**config.mk**
```make
export PLATFORM = sky130hd
export DESIGN_NAME = button_gesture_decoder
export DESIGN_NICKNAME = d
export VERILOG_FILES = /design/src/hw/rtl/bgd_pkg.sv /design/src/hw/rtl/button_gesture_decoder.sv /design/src/hw/rtl/bgd_step.sv
export SDC_FILE = /design/constraint.sdc
export NUM_CORES = 1
export LEC_CHECK = 0
export BUFFER_PORTS_ARGS = -buffer_cell sky130_fd_sc_hd__buf_2
export CAP_MARGIN = 30
export CORE_MARGIN = 3
export CORE_UTILIZATION = 30
export CTS_CLUSTER_SIZE = 30
export DETAILED_ROUTE_END_ITERATION = 10
export MAX_ROUTING_LAYER = met4
export SYNTH_ARGS = -nofsm -noshare
export SYNTH_HDL_FRONTEND = slang
export SYNTH_SLANG_ARGS = --single-unit
export TNS_END_PERCENT = 10
```
**constraint.sdc**
```tcl
create_clock -name aclk -period 6.4 [get_ports aclk]
set_clock_uncertainty 0.2 [all_clocks]
set_input_delay 0.64 -clock aclk [delete_from_list [all_inputs] [get_ports aclk]]
set_output_delay 0.64 -clock aclk [all_outputs]
set_load 0.01 [all_outputs]
```
**src/hw/rtl/bgd_pkg.sv**
```systemverilog
// Shared types, codes and reset values of the button gesture decoder.
package bgd_pkg;

    localparam int TIMER_BITS_DEF = 12;
    localparam int TALLY_MAX = 15;

    localparam logic [7:0]  CLICK_GAP_RST  = 8'd15;
    localparam logic [11:0] LONG_PRESS_RST = 12'd300;
    localparam logic [7:0]  HEAD_HOLD_RST  = 8'd45;
    localparam logic [9:0]  HEAD_FAST_RST  = 10'd132;

    localparam logic [1:0] REG_CLICK_GAP  = 2'd0;
    localparam logic [1:0] REG_LONG_PRESS = 2'd1;
    localparam logic [1:0] REG_HEAD_HOLD  = 2'd2;
    localparam logic [1:0] REG_HEAD_FAST  = 2'd3;

    localparam logic [2:0] ACT_NONE         = 3'd0;
    localparam logic [2:0] ACT_STAND_UP     = 3'd1;
    localparam logic [2:0] ACT_HEAD_TOGGLE  = 3'd2;
    localparam logic [2:0] ACT_BODY_TOGGLE  = 3'd3;
    localparam logic [2:0] ACT_RESTART_SYS  = 3'd4;
    localparam logic [2:0] ACT_KILL         = 3'd5;
    localparam logic [2:0] ACT_RESTART_LINK = 3'd6;

    localparam logic [1:0] HEAD_NONE = 2'd0;
    localparam logic [1:0] HEAD_SIT  = 2'd1;
    localparam logic [1:0] HEAD_KILL = 2'd2;

    localparam int FLAG_LIMP  = 0;
    localparam int FLAG_STAND = 1;
    localparam int FLAG_SIT   = 2;
    localparam int FLAG_HLIMP = 3;

    typedef struct packed {
        logic [7:0]  click_gap_ticks;
        logic [11:0] long_press_ticks;
        logic [7:0]  head_hold_ticks;
        logic [9:0]  head_fast_limit;
    } bgd_cfg_t;

    typedef struct packed {
        logic chest_pressed;
        logic head_rear;
        logic head_middle;
        logic head_front;
        logic left_foot_bumper;
        logic right_foot_bumper;
        logic is_falling;
    } bgd_in_t;

    typedef struct packed {
        logic [3:0] press_tally;
        logic       long_press_spent;
        logic [7:0] rear_pad_timer;
        logic [7:0] middle_pad_timer;
        logic [7:0] front_pad_timer;
        logic [3:0] mode_flags;
        logic       kill_latched;
    } bgd_state_t;

    typedef struct packed {
        logic [2:0] click_action;
        logic [3:0] click_count;
        logic       shutdown_request;
        logic [1:0] head_action;
        logic       limp_mode;
        logic       standing_mode;
        logic       sit_unstiff_mode;
        logic       head_limp_mode;
    } bgd_res_t;

endpackage

```
**src/hw/rtl/button_gesture_decoder.sv**
```systemverilog
// Top level of the button gesture decoder: stream ports, registers and state.
//
// The block takes one tick of button levels per request and returns one result per
// request, in the cycle after acceptance, through an output register. A new
// request is accepted in every cycle while the result register is empty or its
// content is being taken in the same cycle, so the sustained rate is one tick per
// clock; the whole update of counters, pad timers and mode flags is one pass of
// combinational logic between the state registers and the result register. Users
// must write configuration via the APB port with no request in flight; unenforced.
module button_gesture_decoder
    import bgd_pkg::*;
#(
    parameter int TIMER_BITS = TIMER_BITS_DEF
) (
    input  logic        aclk,
    input  logic        aresetn,
    input  logic        s_tvalid,
    output logic        s_tready,
    // Fields from bit 0: chest_pressed, head_rear, head_middle, head_front,
    // left_foot_bumper, right_foot_bumper, is_falling, one zero pad bit.
    input  logic [7:0]  s_tdata,
    output logic        m_tvalid,
    input  logic        m_tready,
    // Fields from bit 0: click_action[2:0], click_count[6:3], shutdown_request[7],
    // head_action[9:8], limp_mode[10], standing_mode[11], sit_unstiff_mode[12],
    // head_limp_mode[13], two zero pad bits.
    output logic [15:0] m_tdata,
    input  logic        psel,
    input  logic        penable,
    input  logic        pwrite,
    input  logic [3:0]  paddr,
    input  logic [31:0] pwdata,
    output logic [31:0] prdata,
    output logic        pready
);

    bgd_cfg_t              cfg_reg;
    bgd_state_t            st_reg;
    bgd_state_t            st_next;
    logic [TIMER_BITS-1:0] release_reg;
    logic [TIMER_BITS-1:0] release_next;
    logic [TIMER_BITS-1:0] hold_reg;
    logic [TIMER_BITS-1:0] hold_next;
    bgd_res_t              res_reg;
    bgd_res_t              res_next;
    logic                  valid_reg;
    bgd_in_t               in_item;
    logic                  accept;
    logic                  cfg_write;

    assign in_item.chest_pressed     = s_tdata[0];
    assign in_item.head_rear         = s_tdata[1];
    assign in_item.head_middle       = s_tdata[2];
    assign in_item.head_front        = s_tdata[3];
    assign in_item.left_foot_bumper  = s_tdata[4];
    assign in_item.right_foot_bumper = s_tdata[5];
    assign in_item.is_falling        = s_tdata[6];

    assign s_tready  = !valid_reg || m_tready;
    assign accept    = s_tvalid && s_tready;
    assign pready    = 1'b1;
    assign cfg_write = psel && penable && pwrite;

    bgd_step #(
        .TIMER_BITS(TIMER_BITS)
    ) u_step (
        .cfg_i     (cfg_reg),
        .in_i      (in_item),
        .st_i      (st_reg),
        .release_i (release_reg),
        .hold_i    (hold_reg),
        .st_o      (st_next),
        .release_o (release_next),
        .hold_o    (hold_next),
        .res_o     (res_next)
    );

    always_ff @(posedge aclk) begin
        if (!aresetn) begin
            cfg_reg.click_gap_ticks  <= CLICK_GAP_RST;
            cfg_reg.long_press_ticks <= LONG_PRESS_RST;
            cfg_reg.head_hold_ticks  <= HEAD_HOLD_RST;
            cfg_reg.head_fast_limit  <= HEAD_FAST_RST;
            st_reg      <= '0;
            release_reg <= '0;
            hold_reg    <= '0;
            valid_reg   <= 1'b0;
        end else begin
            if (cfg_write) begin
                case (paddr[3:2])
                    REG_CLICK_GAP:  cfg_reg.click_gap_ticks  <= pwdata[7:0];
                    REG_LONG_PRESS: cfg_reg.long_press_ticks <= pwdata[11:0];
                    REG_HEAD_HOLD:  cfg_reg.head_hold_ticks  <= pwdata[7:0];
                    REG_HEAD_FAST:  cfg_reg.head_fast_limit  <= pwdata[9:0];
                    default: begin
                    end
                endcase
            end
            if (accept) begin
                st_reg      <= st_next;
                release_reg <= release_next;
                hold_reg    <= hold_next;
                valid_reg   <= 1'b1;
            end else if (m_tready) begin
                valid_reg <= 1'b0;
            end
        end
    end

    always_ff @(posedge aclk) begin
        if (accept) begin
            res_reg <= res_next;
        end
    end

    always_comb begin
        case (paddr[3:2])
            REG_CLICK_GAP:  prdata = {24'd0, cfg_reg.click_gap_ticks};
            REG_LONG_PRESS: prdata = {20'd0, cfg_reg.long_press_ticks};
            REG_HEAD_HOLD:  prdata = {24'd0, cfg_reg.head_hold_ticks};
            REG_HEAD_FAST:  prdata = {22'd0, cfg_reg.head_fast_limit};
            default:        prdata = '0;
        endcase
    end

    assign m_tvalid = valid_reg;
    assign m_tdata  = {2'b00,
                       res_reg.head_limp_mode,
                       res_reg.sit_unstiff_mode,
                       res_reg.standing_mode,
                       res_reg.limp_mode,
                       res_reg.head_action,
                       res_reg.shutdown_request,
                       res_reg.click_count,
                       res_reg.click_action};

endmodule

```
**src/hw/rtl/bgd_step.sv**
```systemverilog
// Next-state and result logic for one tick of button levels.
module bgd_step
    import bgd_pkg::*;
#(
    parameter int TIMER_BITS = TIMER_BITS_DEF
) (
    input  bgd_cfg_t              cfg_i,
    input  bgd_in_t               in_i,
    input  bgd_state_t            st_i,
    input  logic [TIMER_BITS-1:0] release_i,
    input  logic [TIMER_BITS-1:0] hold_i,
    output bgd_state_t            st_o,
    output logic [TIMER_BITS-1:0] release_o,
    output logic [TIMER_BITS-1:0] hold_o,
    output bgd_res_t              res_o
);

    localparam int CMP_W = (TIMER_BITS > 12) ? TIMER_BITS : 12;

    bgd_state_t            st;
    logic [TIMER_BITS-1:0] rel;
    logic [TIMER_BITS-1:0] hold;
    logic [2:0]            action;
    logic [3:0]            count;
    logic                  shutdown;
    logic [1:0]            head_act;
    logic                  bumper;
    logic [9:0]            total;

    always_comb begin
        st       = st_i;
        rel      = release_i;
        hold     = hold_i;
        action   = ACT_NONE;
        count    = '0;
        shutdown = 1'b0;
        head_act = HEAD_NONE;
        bumper   = in_i.left_foot_bumper | in_i.right_foot_bumper;
        total    = '0;

        if (rel > TIMER_BITS'(cfg_i.click_gap_ticks) && st.press_tally != '0) begin
            count          = st.press_tally;
            st.press_tally = '0;
            case (count)
                4'd1: begin
                    if (st.mode_flags[FLAG_SIT]) begin
                        st.mode_flags[FLAG_SIT]   = 1'b0;
                        st.mode_flags[FLAG_LIMP]  = 1'b0;
                        st.mode_flags[FLAG_STAND] = 1'b1;
                        action = ACT_STAND_UP;
                    end
                end
                4'd2: begin
                    if (bumper) begin
                        if (!in_i.is_falling) begin
                            st.mode_flags[FLAG_HLIMP] = ~st.mode_flags[FLAG_HLIMP];
                            action = ACT_HEAD_TOGGLE;
                        end
                    end else if (st.mode_flags[FLAG_LIMP]) begin
                        st.mode_flags[FLAG_LIMP]  = 1'b0;
                        st.mode_flags[FLAG_STAND] = 1'b1;
                        action = ACT_BODY_TOGGLE;
                    end else if (!in_i.is_falling) begin
                        st.mode_flags[FLAG_LIMP]  = 1'b1;
                        st.mode_flags[FLAG_STAND] = 1'b0;
                        action = ACT_BODY_TOGGLE;
                    end
                end
                4'd3: begin
                    if (bumper) begin
                        action = ACT_RESTART_SYS;
                    end else if (!in_i.is_falling && !st.kill_latched) begin
                        st.kill_latched = 1'b1;
                        action = ACT_KILL;
                    end
                end
                4'd4: begin
                    if (!in_i.is_falling) begin
                        action = ACT_RESTART_LINK;
                    end
                end
                default: begin
                    action = ACT_NONE;
                end
            endcase
        end

        if (!st.long_press_spent && CMP_W'(hold) > CMP_W'(cfg_i.long_press_ticks)) begin
            shutdown                 = 1'b1;
            st.mode_flags[FLAG_LIMP] = 1'b1;
            st.long_press_spent      = 1'b1;
            hold                     = '0;
        end

        if (in_i.chest_pressed) begin
            if (!st.long_press_spent && !(&hold)) begin
                hold = hold + 1'b1;
            end
            rel = '0;
        end else begin
            if (!(&rel)) begin
                rel = rel + 1'b1;
            end
            if (!st.long_press_spent && hold != '0) begin
                if (st.press_tally != 4'(TALLY_MAX)) begin
                    st.press_tally = st.press_tally + 1'b1;
                end
                hold = '0;
            end
        end

        if (in_i.head_rear) begin
            st.rear_pad_timer = cfg_i.head_hold_ticks;
        end else if (st.rear_pad_timer != '0) begin
            st.rear_pad_timer = st.rear_pad_timer - 1'b1;
        end
        if (in_i.head_middle) begin
            st.middle_pad_timer = cfg_i.head_hold_ticks;
        end else if (st.middle_pad_timer != '0) begin
            st.middle_pad_timer = st.middle_pad_timer - 1'b1;
        end
        if (in_i.head_front) begin
            st.front_pad_timer = cfg_i.head_hold_ticks;
        end else if (st.front_pad_timer != '0) begin
            st.front_pad_timer = st.front_pad_timer - 1'b1;
        end

        if (st.rear_pad_timer != '0 && st.middle_pad_timer != '0 &&
            st.front_pad_timer != '0 && !in_i.is_falling) begin
            total = 10'(st.rear_pad_timer) + 10'(st.middle_pad_timer)
                  + 10'(st.front_pad_timer);
            st.rear_pad_timer   = '0;
            st.middle_pad_timer = '0;
            st.front_pad_timer  = '0;
            if (total > cfg_i.head_fast_limit) begin
                st.mode_flags[FLAG_SIT] = 1'b1;
                head_act = HEAD_SIT;
            end else if (!st.kill_latched) begin
                st.kill_latched = 1'b1;
                head_act = HEAD_KILL;
            end
        end

        st_o      = st;
        release_o = rel;
        hold_o    = hold;

        res_o.click_action     = action;
        res_o.click_count      = count;
        res_o.shutdown_request = shutdown;
        res_o.head_action      = head_act;
        res_o.limp_mode        = st.mode_flags[FLAG_LIMP];
        res_o.standing_mode    = st.mode_flags[FLAG_STAND];
        res_o.sit_unstiff_mode = st.mode_flags[FLAG_SIT];
        res_o.head_limp_mode   = st.mode_flags[FLAG_HLIMP];
    end

endmodule
```
; Word level (Yosys, flattened, before mapping)
; Index checks and enable logic that the tools add are counted.
; W data, S select, Z words.
[classes]
addsub = 8
n_lt_le_gt_ge = 3
n_eq_ne = 9
n_mux = 51
n_bitwise = 3
n_reduce_logical = 36
[op_table]
columns = operator, count
row1 = $pmux W32 S4, 1
row2 = $mux W12, 6
row3 = $mux W8, 6
row4 = $reduce_bool A8 Y1, 6
row5 = $add A12 B1 Y12 const B, 2
row6 = $mux W24, 1
row7 = $reduce_and A12 Y1, 2
row8 = $sub A8 B1 Y8 const B, 3
row9 = $mux W1, 18
row10 = $mux W2, 8
row11 = $mux W4, 4
row12 = $gt A12 B12 Y1, 1
row13 = $gt A12 B8 Y1, 1
row14 = $mux W3, 4
row15 = $pmux W3 S4, 1
row16 = $reduce_bool A12 Y1, 1
row17 = $logic_and A1 B1 Y1, 11
row18 = $add A10 B8 Y10, 1
row19 = $gt A10 B10 Y1, 1
row20 = $reduce_and A2 Y1, 5
row21 = $add A8 B8 Y9, 1
row22 = $eq A4 B2 Y1 const B, 2
row23 = $logic_not A1 Y1, 6
row24 = $mux W5, 1
row25 = other kinds (15), 17
[totals]
register_bits = 111
input_bits = 51
out_inout_bits = 51
word_cells = 133

; Depth between registers and ports, before layout
; Gate-level depths: netlist (run 1).
[logic_depth]
ltp_word = 9
ltp_mapped = 27
depth_no_buf = 26

; Modules after synthesis
; A second synthesis (run 1) with hierarchy kept.
[hier_totals]
hier_cells = 1036
hier_area_um2 = 8318.0
[by_module_without_submodules]
columns = mod, n_inst, cells_per_inst, area_each_um2, seq_area_each_um2
row1 = button_gesture_decoder, 1, 480, 4759.6, 2362.3
row2 = bgd_step, 1, 556, 3558.4, 0.0

; Worst setup path after synthesis (run 1)
; Ideal clock, no wire load.
[synth_timing]
path_type = register to register
startpoint = register st_reg[13] (netlist bit)
endpoint = register st_reg[3] (netlist bit)
setup_time_ns = 0.121
arrival_ns = 5.277
required_time_ns = 6.079
setup_slack_ns = 0.802
path_stages_with_launch = 26
path_buffers = 1
period_less_slack_ns = 5.598
path_cell_list = dfxtp_1 -> clkbuf_1 -> inv_1 -> ha_1 -> or3b_2 -> o21a_1 -> o31ai_1 -> ha_1 -> inv_1 -> fa_1 -> inv_1 -> ha_1 -> a21o_1 -> a21oi_1 -> o21bai_1 -> a21oi_1 -> nor2b_1 -> o31ai_1 -> xnor2_1 -> ha_1 -> a21o_1 -> a21o_1 -> a2111oi_0 -> a31oi_1 -> nand3_1 -> a2bb2o_1
[synth_via]
elab_chain_len = 8
word_cells_on_any_way = 13
classes_between = 3 x add/sub / 1 x order compare / 4 x mux / 5 x reduce/logical
[synth_lines]
columns = element, line_no
row1 = start: declaration, button_gesture_decoder.sv:38  ; bgd_state_t st_reg;
row2 = start signal: assignment, button_gesture_decoder.sv:100  ; st_reg <= st_next;
row3 = $sub A8 B1 Y8 or $reduce_bool A8 Y1 (tied branches), "bgd_step.sv:120, bgd_step.sv:119"
row4 = $mux W8 (*), bgd_step.sv:119  ; end else if (st.middle_pad_timer != '0) begin
row5 = $mux W8 (*), bgd_step.sv:117  ; if (in_i.head_middle) begin
row6 = $add A8 B8 Y9 or $reduce_bool A8 Y1 (tied branches), "bgd_step.sv:130, bgd_step.sv:128"
row7 = $add A10 B8 Y10 or $logic_and A1 B1 Y1 (tied branches), "bgd_step.sv:131, bgd_step.sv:128"
row8 = $gt A10 B10 Y1 or $logic_and A1 B1 Y1 (tied branches), "bgd_step.sv:135, bgd_step.sv:128"
row9 = $mux W1 or $logic_and A1 B1 Y1 (tied branches), "bgd_step.sv:135, bgd_step.sv:129"
row10 = $mux W1 (*), bgd_step.sv:128  ; if (st.rear_pad_timer != '0 && st.middle_pad_timer != '0 &&
; Every way passes the cells marked *; elsewhere a longest branch is shown, timed or not.
; A chain may end at the register's enable or synchronous reset.

; Final worst setup path (run 1)
[layout_timing]
startpoint = register st_reg[13] (netlist bit)
endpoint = register res_reg, in the netlist m_tdata[9], data pin
[layout_via]
elab_chain_len = 9
word_cells_on_any_way = 13
classes_between = 3 x add/sub / 1 x order compare / 2 x mux / 1 x bitwise / 6 x reduce/logical
[layout_lines]
columns = element, line_no
row1 = $sub A8 B1 Y8 or $reduce_bool A8 Y1 (tied branches), "bgd_step.sv:120, bgd_step.sv:119"
row2 = $mux W8 (*), bgd_step.sv:119
row3 = $mux W8 (*), bgd_step.sv:117
row4 = branches (longest 5 deep; another with $add A10 B8 Y10), -
row5 = $reduce_or A2 Y1 (no source line) (*), -
row6 = end signal: assignment, button_gesture_decoder.sv:112  ; res_reg <= res_next;
row7 = end: declaration, button_gesture_decoder.sv:44  ; bgd_res_t res_reg;
; Mark *: on every way between the ends.

==> results of run 1 <==
[worst paths after layout]
path                     from  slack [ns]          end  depth (start not counted)
setup / recovery   st_reg[13]        0.44   m_tdata[9]                         24
hold / removal    cfg_reg[29]        0.26  cfg_reg[29]                          2
setup reg to reg   st_reg[13]        0.44   m_tdata[9]                         24
hold reg to reg   cfg_reg[29]        0.26  cfg_reg[29]                          2
[Yosys cell counts (all sizes together) (16+ instances only)]
| master | number |
|---|---|
| a21oi | 57 |
| clkbuf | 39 |
| o21ai | 26 |
| xnor2 | 22 |
| inv | 66 |
| nand3 | 26 |
| nand2 | 112 |
| nor2 | 64 |
| buf | 29 |
| a22o | 32 |
| nor3 | 23 |
| ha | 56 |
| dfxtp | 97 |
| nand4 | 16 |
[stage by stage]
stage / hold WS (ns) / setup WS [ns]
floorplan: 0.236 / 0.802
global placement: 0.243 / 0.430
detailed placement: 0.254 / 0.366
CTS: 0.265 / 0.318
global route: 0.286 / 0.00404
finish: 0.257 / 0.440
[layout make-up]
cell class	count	area, um2
sequential	111	2360
timing repair buffer	70	385
fill	2565	16100
multi-input combinational	681	4640
tap	324	405
clock buffer	10	229
inverter	68	255
clock inverter	6	76.3
[where the power goes]
group / internal, mW / switching (mW)
Sequential: 0.750 / 0.0419
Clock: 0.313 / 0.291
Combinational: 0.442 / 0.520
[tightest hold or removal path, cell delays in order (launching register included)]
cell	delay, ns
dfxtp_1	0.31
nand2_1	0.05
a21oi_1	0.05
[cell families (layout without fill, tap and decap cells)]
kind of cell	count (synthesis)	count (layout)
AO/OA/AOI/OAI	213	213
multiplexers	23	23
AND/OR/NAND/NOR	329	329
flip-flops	111	111
adder cells (fa/ha/maj)	58	58
buffers and inverters	136	154
XOR/XNOR	35	35
other	2	23
[metal layers]
layer / share of wire (%) / track usage [%] / up-vias
li1: - / - / 3303
met1: 46 / 20.0 / 3075
met2: 47 / 24.5 / 162
met3: 5.1 / 2.75 / 25
met4: 2.1 / 4.19 / 0
met5: 0 / - / -
[what timing repair did]
action                     4_1_cts  5_1_grt
resized for setup                0        3
setup endpoints to repair        0        3
setup buffers                    0        1
==> summary.md, run 1 <==
| Metric | Value |
|---|---|
| Syn Inst Count | 907 |
| Final #Nets | 1,050 |
| Die X-Extent | 164 um |
| Commonest cells after routing, fill and taps aside | nand2_1, dfxtp_1, inv_1 |
| Worst EP arrival | 5.95 ns |
| CP delay by family, top | compound AO/OA/AOI/OAI gates |
| Ratio of cells with drive above 1 in the final layout | 12.4% |
| Mux cell area share after synthesis | 4.41% |
| Final Instance Area | 8350 um2 |
| RSZ-0062 raised after global routing | false |
| Drt total wl | 20,000 um |
| Crit Path Max Fanout | 9 |
| Asr flop ratio synth | 0% |
| Slowest CP cell | fa_1 |
| Initial core utilization | 30.8% |
| Post-DP HPWL | 14,900 um |
| Hold buffer count at cts | 0 |
| Post-synthesis compound-gate area fraction | 20.3% |
| Yosys Warn Count | 0 |
| Routed WL per cell | 15.8 um |
| CTS root buf | clkbuf_16 |
| Largest family of logic cells by synthesized area | simple AND/OR/NAND/NOR gates |
| Area grow syn2layout | 11.0% |
| # DRC | 0 |
| Vias per inst | 5.17 |
| Final Hold Viols | 0 |
| Tot GR Track Use | 15.3% |
| TritonCTS buffer count | 9 |
| Largest register FFs | 38 |
| Crit Path Category | register to register |
| Data required time of the critical path | 6.39 ns |
| Largest net degree at the start of global routing | 42 |
| Startpoint Class | register |
| Synth Area in Adders | 9.85% |
| CP bufs+invs | 4 |
| Dpl cells | 1,253 |
| Syn_area_per_cell | 8.29 um2 |
| Initial antenna violation count | 0 |
| Max Clock Freq | 168 MHz |
| Total global routing overflow | 0 |
| Most common cell after layout, fill and taps aside | nand2_1 |
| CTS H-tree depth | 3 |
| Critical-path cell list | inv_1 > ha_1 > or3b_2 > o21a_1 > o31ai_1 > ha_1 > inv_1 > fa_1 > inv_1 > ha_1 > a21o_1 > a21oi_1 > o21bai_1 > a21oi_1 > nor2b_1 > o31ai_1 > xnor2_1 > ha_1 > a21o_1 > a21o_1 > a2111oi_2 > a31oi_2 > buf_4 > nor4b_2 |
| Io pins | 102 |
| Simple logic cell fraction of the synthesized area | 21.7% |
| Area after DPL | 8030 um2 |
| Antenna cells | 0 |
| Peak VDD IR | 0.161 mV |
| Main synth FF type | dfxtp_1 |
| Synth area leader | dfxtp_1 |
| PortBufs | 55 |
| Setup TNS | 0 ns |
| Pleak | 3.44 nW |
| Max_cap viols | 0 |
| Synth area leaders | dfxtp_1, ha_1, edfxtp_1 |
| Die area | 27,000 um2 |
| Yosys reg bits | 111 |
| Slew HR | 48.0% |
| Row cnt | 57 |
| Crit-path max cell delay | 0.52 ns |
| Total power | 2.36 mW |
| Drt first-iter violations | 398 |
| Post-route ant nets | 0 |
| Clock Latency Late Sink | 0.36 ns |
| Worst min path class | register to register |
| CTS tree | done |
| Clk sinks | 111 |
| Final Util | 34.1% |
| Share of the synthesized area in the top cell type | 25.8% |
| Max-slew violations | 0 |
| Status | finished, final reports clean |
| Vias in the first global route | 6,107 |
| Final setup viols | 0 |
| Least-Margin Pin Slew | 0.774 ns |
| Post-synth EDFFs | 14 |
| Mapped cell area | 7520 um2 |
| Routability congestion estimate | 0.866 |
| Deepest clock path buffer count | 2 |
| Register area share after synthesis | 31.4% |
| Distinct cells, synth | 78 |
| Clk pin slew, worst setup/hold paths | 0.08 ns |
| Die H | 164 um |
| Drt first pass iters | 7 |
| Final Non-Filler Cells | 1,270 |
| Synth Area in XOR/XNOR | 4.07% |
| First-pass GRT wire length | 32,100 um |
| Core area | 24,500 um2 |
| Power Density | 282 nW/um2 |
| Fin crit share | 93.1% |
| Fin crit period | 5.96 ns |
| Setup crit end kind | register |
| CP dominant cell by count | ha_1 |
| Via count | 6,565 |
Note: power is estimated with default switching activity, not from simulation.
==> run 2, diff against run 1 <==
--- a/config.mk
+++ b/config.mk
@@ -7,11 +7,14 @@
 export LEC_CHECK = 0
 export BUFFER_PORTS_ARGS = -buffer_cell sky130_fd_sc_hd__buf_2
 export CAP_MARGIN = 30
+export CELL_PAD_IN_SITES_DETAIL_PLACEMENT = 0
+export CELL_PAD_IN_SITES_GLOBAL_PLACEMENT = 1
 export CORE_MARGIN = 3
 export CORE_UTILIZATION = 30
 export CTS_CLUSTER_SIZE = 30
 export DETAILED_ROUTE_END_ITERATION = 10
 export MAX_ROUTING_LAYER = met4
+export PLACE_DENSITY_LB_ADDON = 0.1
 export SYNTH_ARGS = -nofsm -noshare
 export SYNTH_HDL_FRONTEND = slang
 export SYNTH_SLANG_ARGS = --single-unit
==> run 2 against run 1 <==
  * Hold slack better by 0.013 ns
  * Wire length up 11%
  * Utilization up 0.11 points
  * Flip-flop and latch count unchanged
  * Register-to-register slack better by 0.03 ns
  * First-iteration DRC count down 19%
  * Sequential share of layout area down 0.093 points
  * Via count about the same
  * Cell count up 0.31%
  * Fmax up 0.43%
  * Non-clock buffer count up 4
==> summary.md, run 2 (synthesis gave the netlist of run 1 again) <==
| Metric | Value |
|---|---|
| Post-cts gate resize count | 0 (unchanged) |
| CTS root buf | clkbuf_16 (unchanged) |
| Largest register FFs | 38 (unchanged) |
| Routability congestion estimate | 0.803 (was 0.866) |
| Clk sinks | 111 (unchanged) |
| HP Start | cfg_reg[29] (unchanged) |
| Antenna cells | 0 (unchanged) |
| Fin crit share | 92.7% (was 93.1%) |
| Largest net degree at the start of global routing | 35 (was 42) |
| Initial core utilization | 30.8% (unchanged) |
| Worst reg2reg startpoint | st_reg[14] (was st_reg[13]) |
| Final setup viols | 0 (unchanged) |
| Via count | 6,566 (was 6,565) |
| Max-slew violations | 0 (unchanged) |
| Final Util | 34.2% (was 34.1%) |
| Cell depth of the worst hold path | 2 (unchanged) |
| Ratio of cells with drive above 1 in the final layout | 13.3% (was 12.4%) |
| Max Clock Freq | 169 MHz (was 168 MHz) |
| CP dominant cell by count | ha_1 (unchanged) |
| Worst hold endpoint | cfg_reg[29] (unchanged) |
| Critical-path cell list | inv_1 > ha_1 > or3b_2 > o21a_1 > o31ai_2 > ha_1 > inv_1 > fa_1 > inv_1 > ha_1 > a21o_1 > a21oi_1 > o21bai_1 > a21oi_2 > nor2b_1 > o31ai_1 > xnor2_1 > ha_1 > a21o_1 > a21o_1 > a2111oi_2 > a31oi_2 > nand3_1 > a2bb2o_1 (was inv_1 > ha_1 > or3b_2 > o21a_1 > o31ai_1 > ha_1 > inv_1 > fa_1 > inv_1 > ha_1 > a21o_1 > a21oi_1 > o21bai_1 > a21oi_1 > nor2b_1 > o31ai_1 > xnor2_1 > ha_1 > a21o_1 > a21o_1 > a2111oi_2 > a31oi_2 > buf_4 > nor4b_2) |
| Startpoint Class | register (unchanged) |
| Slew HR | 48.0% (about the same) |
| Post-DP HPWL | 16,500 um (was 14,900 um) |
| Fin crit period | 5.93 ns (was 5.96 ns) |
| FF-to-FF setup slack | 0.47 ns (was 0.44 ns) |
| Core area | 24,500 um2 (unchanged) |
| Row cnt | 57 (unchanged) |
| Io pins | 102 (unchanged) |
| Data required time of the critical path | 6.45 ns (was 6.39 ns) |
| Die H | 164 um (unchanged) |
| Pre-CTS setup slack | 0.268 ns (was 0.366 ns) |
| Fillers | 2,613 (was 2,565) |
| Power Density | 277 nW/um2 (was 282 nW/um2) |
| Crit-path max cell delay | 0.54 ns (was 0.52 ns) |
| RSZ-0062 raised after global routing | false (unchanged) |
| Die X-Extent | 164 um (unchanged) |
| Switch share | 37.1% (was 36.2%) |
| Final Non-Filler Cells | 1,274 (was 1,270) |
| Vias in the first global route | 6,249 (was 6,107) |
| R2r endpoint | st_reg[3] (was m_tdata[9]) |
| Clk pin slew, worst setup/hold paths | 0.08 ns (about the same) |
| Slowest CP cell | fa_1 (unchanged) |
| Worst setup margin | 0.466 ns (was 0.440 ns) |
| Area after DPL | 8070 um2 (was 8030 um2) |
| Crit Path Category | register to register (unchanged) |
| Post-CTS setup buffers | 0 (unchanged) |
| Max_cap viols | 0 (unchanged) |
| Setup TNS | 0 ns (unchanged) |
| Met1 usage | 23.8% (was 20.0%) |
| Routed WL per cell | 17.5 um (was 15.8 um) |
| Total power | 2.32 mW (was 2.36 mW) |
| Final Instance Area | 8380 um2 (was 8350 um2) |
| Final #Nets | 1,054 (was 1,050) |
| Area grow syn2layout | 11.4% (was 11.0%) |
| Total global routing overflow | 0 (unchanged) |
| Setup crit end kind | register (unchanged) |
| Part of the power in combinational logic | 41.4% (was 40.8%) |
| Pleak | 3.46 nW (was 3.44 nW) |
| Worst min path class | register to register (unchanged) |
| Clk pwr share | 24.7% (was 25.6%) |
| Sequential power share | 33.9% (was 33.6%) |
| CTS tree | done (unchanged) |
| CTS H-tree depth | 3 (unchanged) |
| Drt first pass iters | 5 (was 7) |
| P_sw | 0.861 mW (was 0.852 mW) |
| Drt first-iter violations | 322 (was 398) |
| Crit Path Max Fanout | 8 (was 9) |
| Internal | 1.46 mW (was 1.50 mW) |
| Post-route ant nets | 0 (unchanged) |
| CP delay by family, top | compound AO/OA/AOI/OAI gates (unchanged) |
| Deepest clock path buffer count | 2 (unchanged) |
| GRT busiest layer | met2 (unchanged) |
| Min Hold Slack | 0.270 ns (was 0.257 ns) |
| Initial antenna violation count | 0 (unchanged) |
| Final Hold Viols | 0 (unchanged) |
| Commonest cells after routing, fill and taps aside | nand2_1, dfxtp_1, inv_1 (unchanged) |
| Die area | 27,000 um2 (unchanged) |
| R2R cell count | 24 (unchanged) |
| PortBufs | 55 (unchanged) |
| Grt met3 use | 2.17% (was 2.75%) |
| Hold buffer count at cts | 0 (unchanged) |
| Worst EP arrival | 5.99 ns (was 5.95 ns) |
| Most common cell after layout, fill and taps aside | nand2_1 (unchanged) |
| CP bufs+invs | 3 (was 4) |
| Dpl cells | 1,258 (was 1,253) |
| Drt total wl | 22,300 um (was 20,000 um) |
| TritonCTS buffer count | 9 (unchanged) |
| Clock Latency Late Sink | 0.36 ns (about the same) |
| First-pass GRT wire length | 35,500 um (was 32,100 um) |
| Peak VDD IR | 0.140 mV (was 0.161 mV) |
| Tot GR Track Use | 17.4% (was 15.3%) |
| Least-Margin Pin Slew | 0.778 ns (was 0.774 ns) |
| GR Util met2 | 27.5% (was 24.5%) |
| Status | finished, final reports clean (unchanged) |
| Vias per inst | 5.15 (was 5.17) |
| # DRC | 0 (unchanged) |
==> run 2: cell types whose count changed in the layout (fill, tap and decap cells not counted), sizes merged <==
cell	before	now
buf	70	73
bufinv	1	0
clkdlybuf4s15	0	1
inv	69	70
==> run 2: worst max-delay path by stage <==
stage	startpoint	end	slack (ns)	cells after the start
CTS	st_reg[14]	st_reg[3]	0.22	24
global placement	st_reg[14]	st_reg[3]	0.27	24
floorplan	st_reg[13]	st_reg[3]	0.80	25
detailed placement	st_reg[14]	st_reg[3]	0.27	24
global route	st_reg[21]	st_reg[3]	0.008	26
finish	st_reg[14]	st_reg[3]	0.47	24
==> run 2: tightest hold or removal path: cells and delay by family (launching register included) <==
family | cells | cell delay, ns
compound gates | 1 | 0.05
flops | 1 | 0.32
simple gates | 1 | 0.06
==> run 2: final cells by class <==
| cell class | instances | area (um2) | area share [%] |
|---|---|---|---|
| clock inverters | 6 | 47.5 | 0.568 |
| flip-flops and latches | 111 | 2360 | 28.2 |
| multi-input cells | 681 | 4650 | 55.5 |
| well taps | 324 | 405 | 4.84 |
| inverters | 68 | 255 | 3.05 |
| clock buffers | 10 | 239 | 2.85 |
| repair buffers | 74 | 423 | 5.05 |
==> run 2: layer usage <==
layer	vias up	wire length (um)	share of wire, %
li1	3313	-	-
met4	0	240	1.1
met2	113	10400	47
met1	3126	10900	49
met5	-	0	0
met3	14	745	3.3
==> run 2: power groups by stage <==
stage | clock network (mW) | registers [mW] | logic, mW
after detailed placement | 0 | 0.804 | 0.941
final | 0.574 | 0.788 | 0.961
after global routing | 0.626 | 0.795 | 1.11
after floorplan | 0 | 0.794 | 0.717
after CTS | 0.600 | 0.788 | 0.946
after global placement | 0 | 0.805 | 0.944
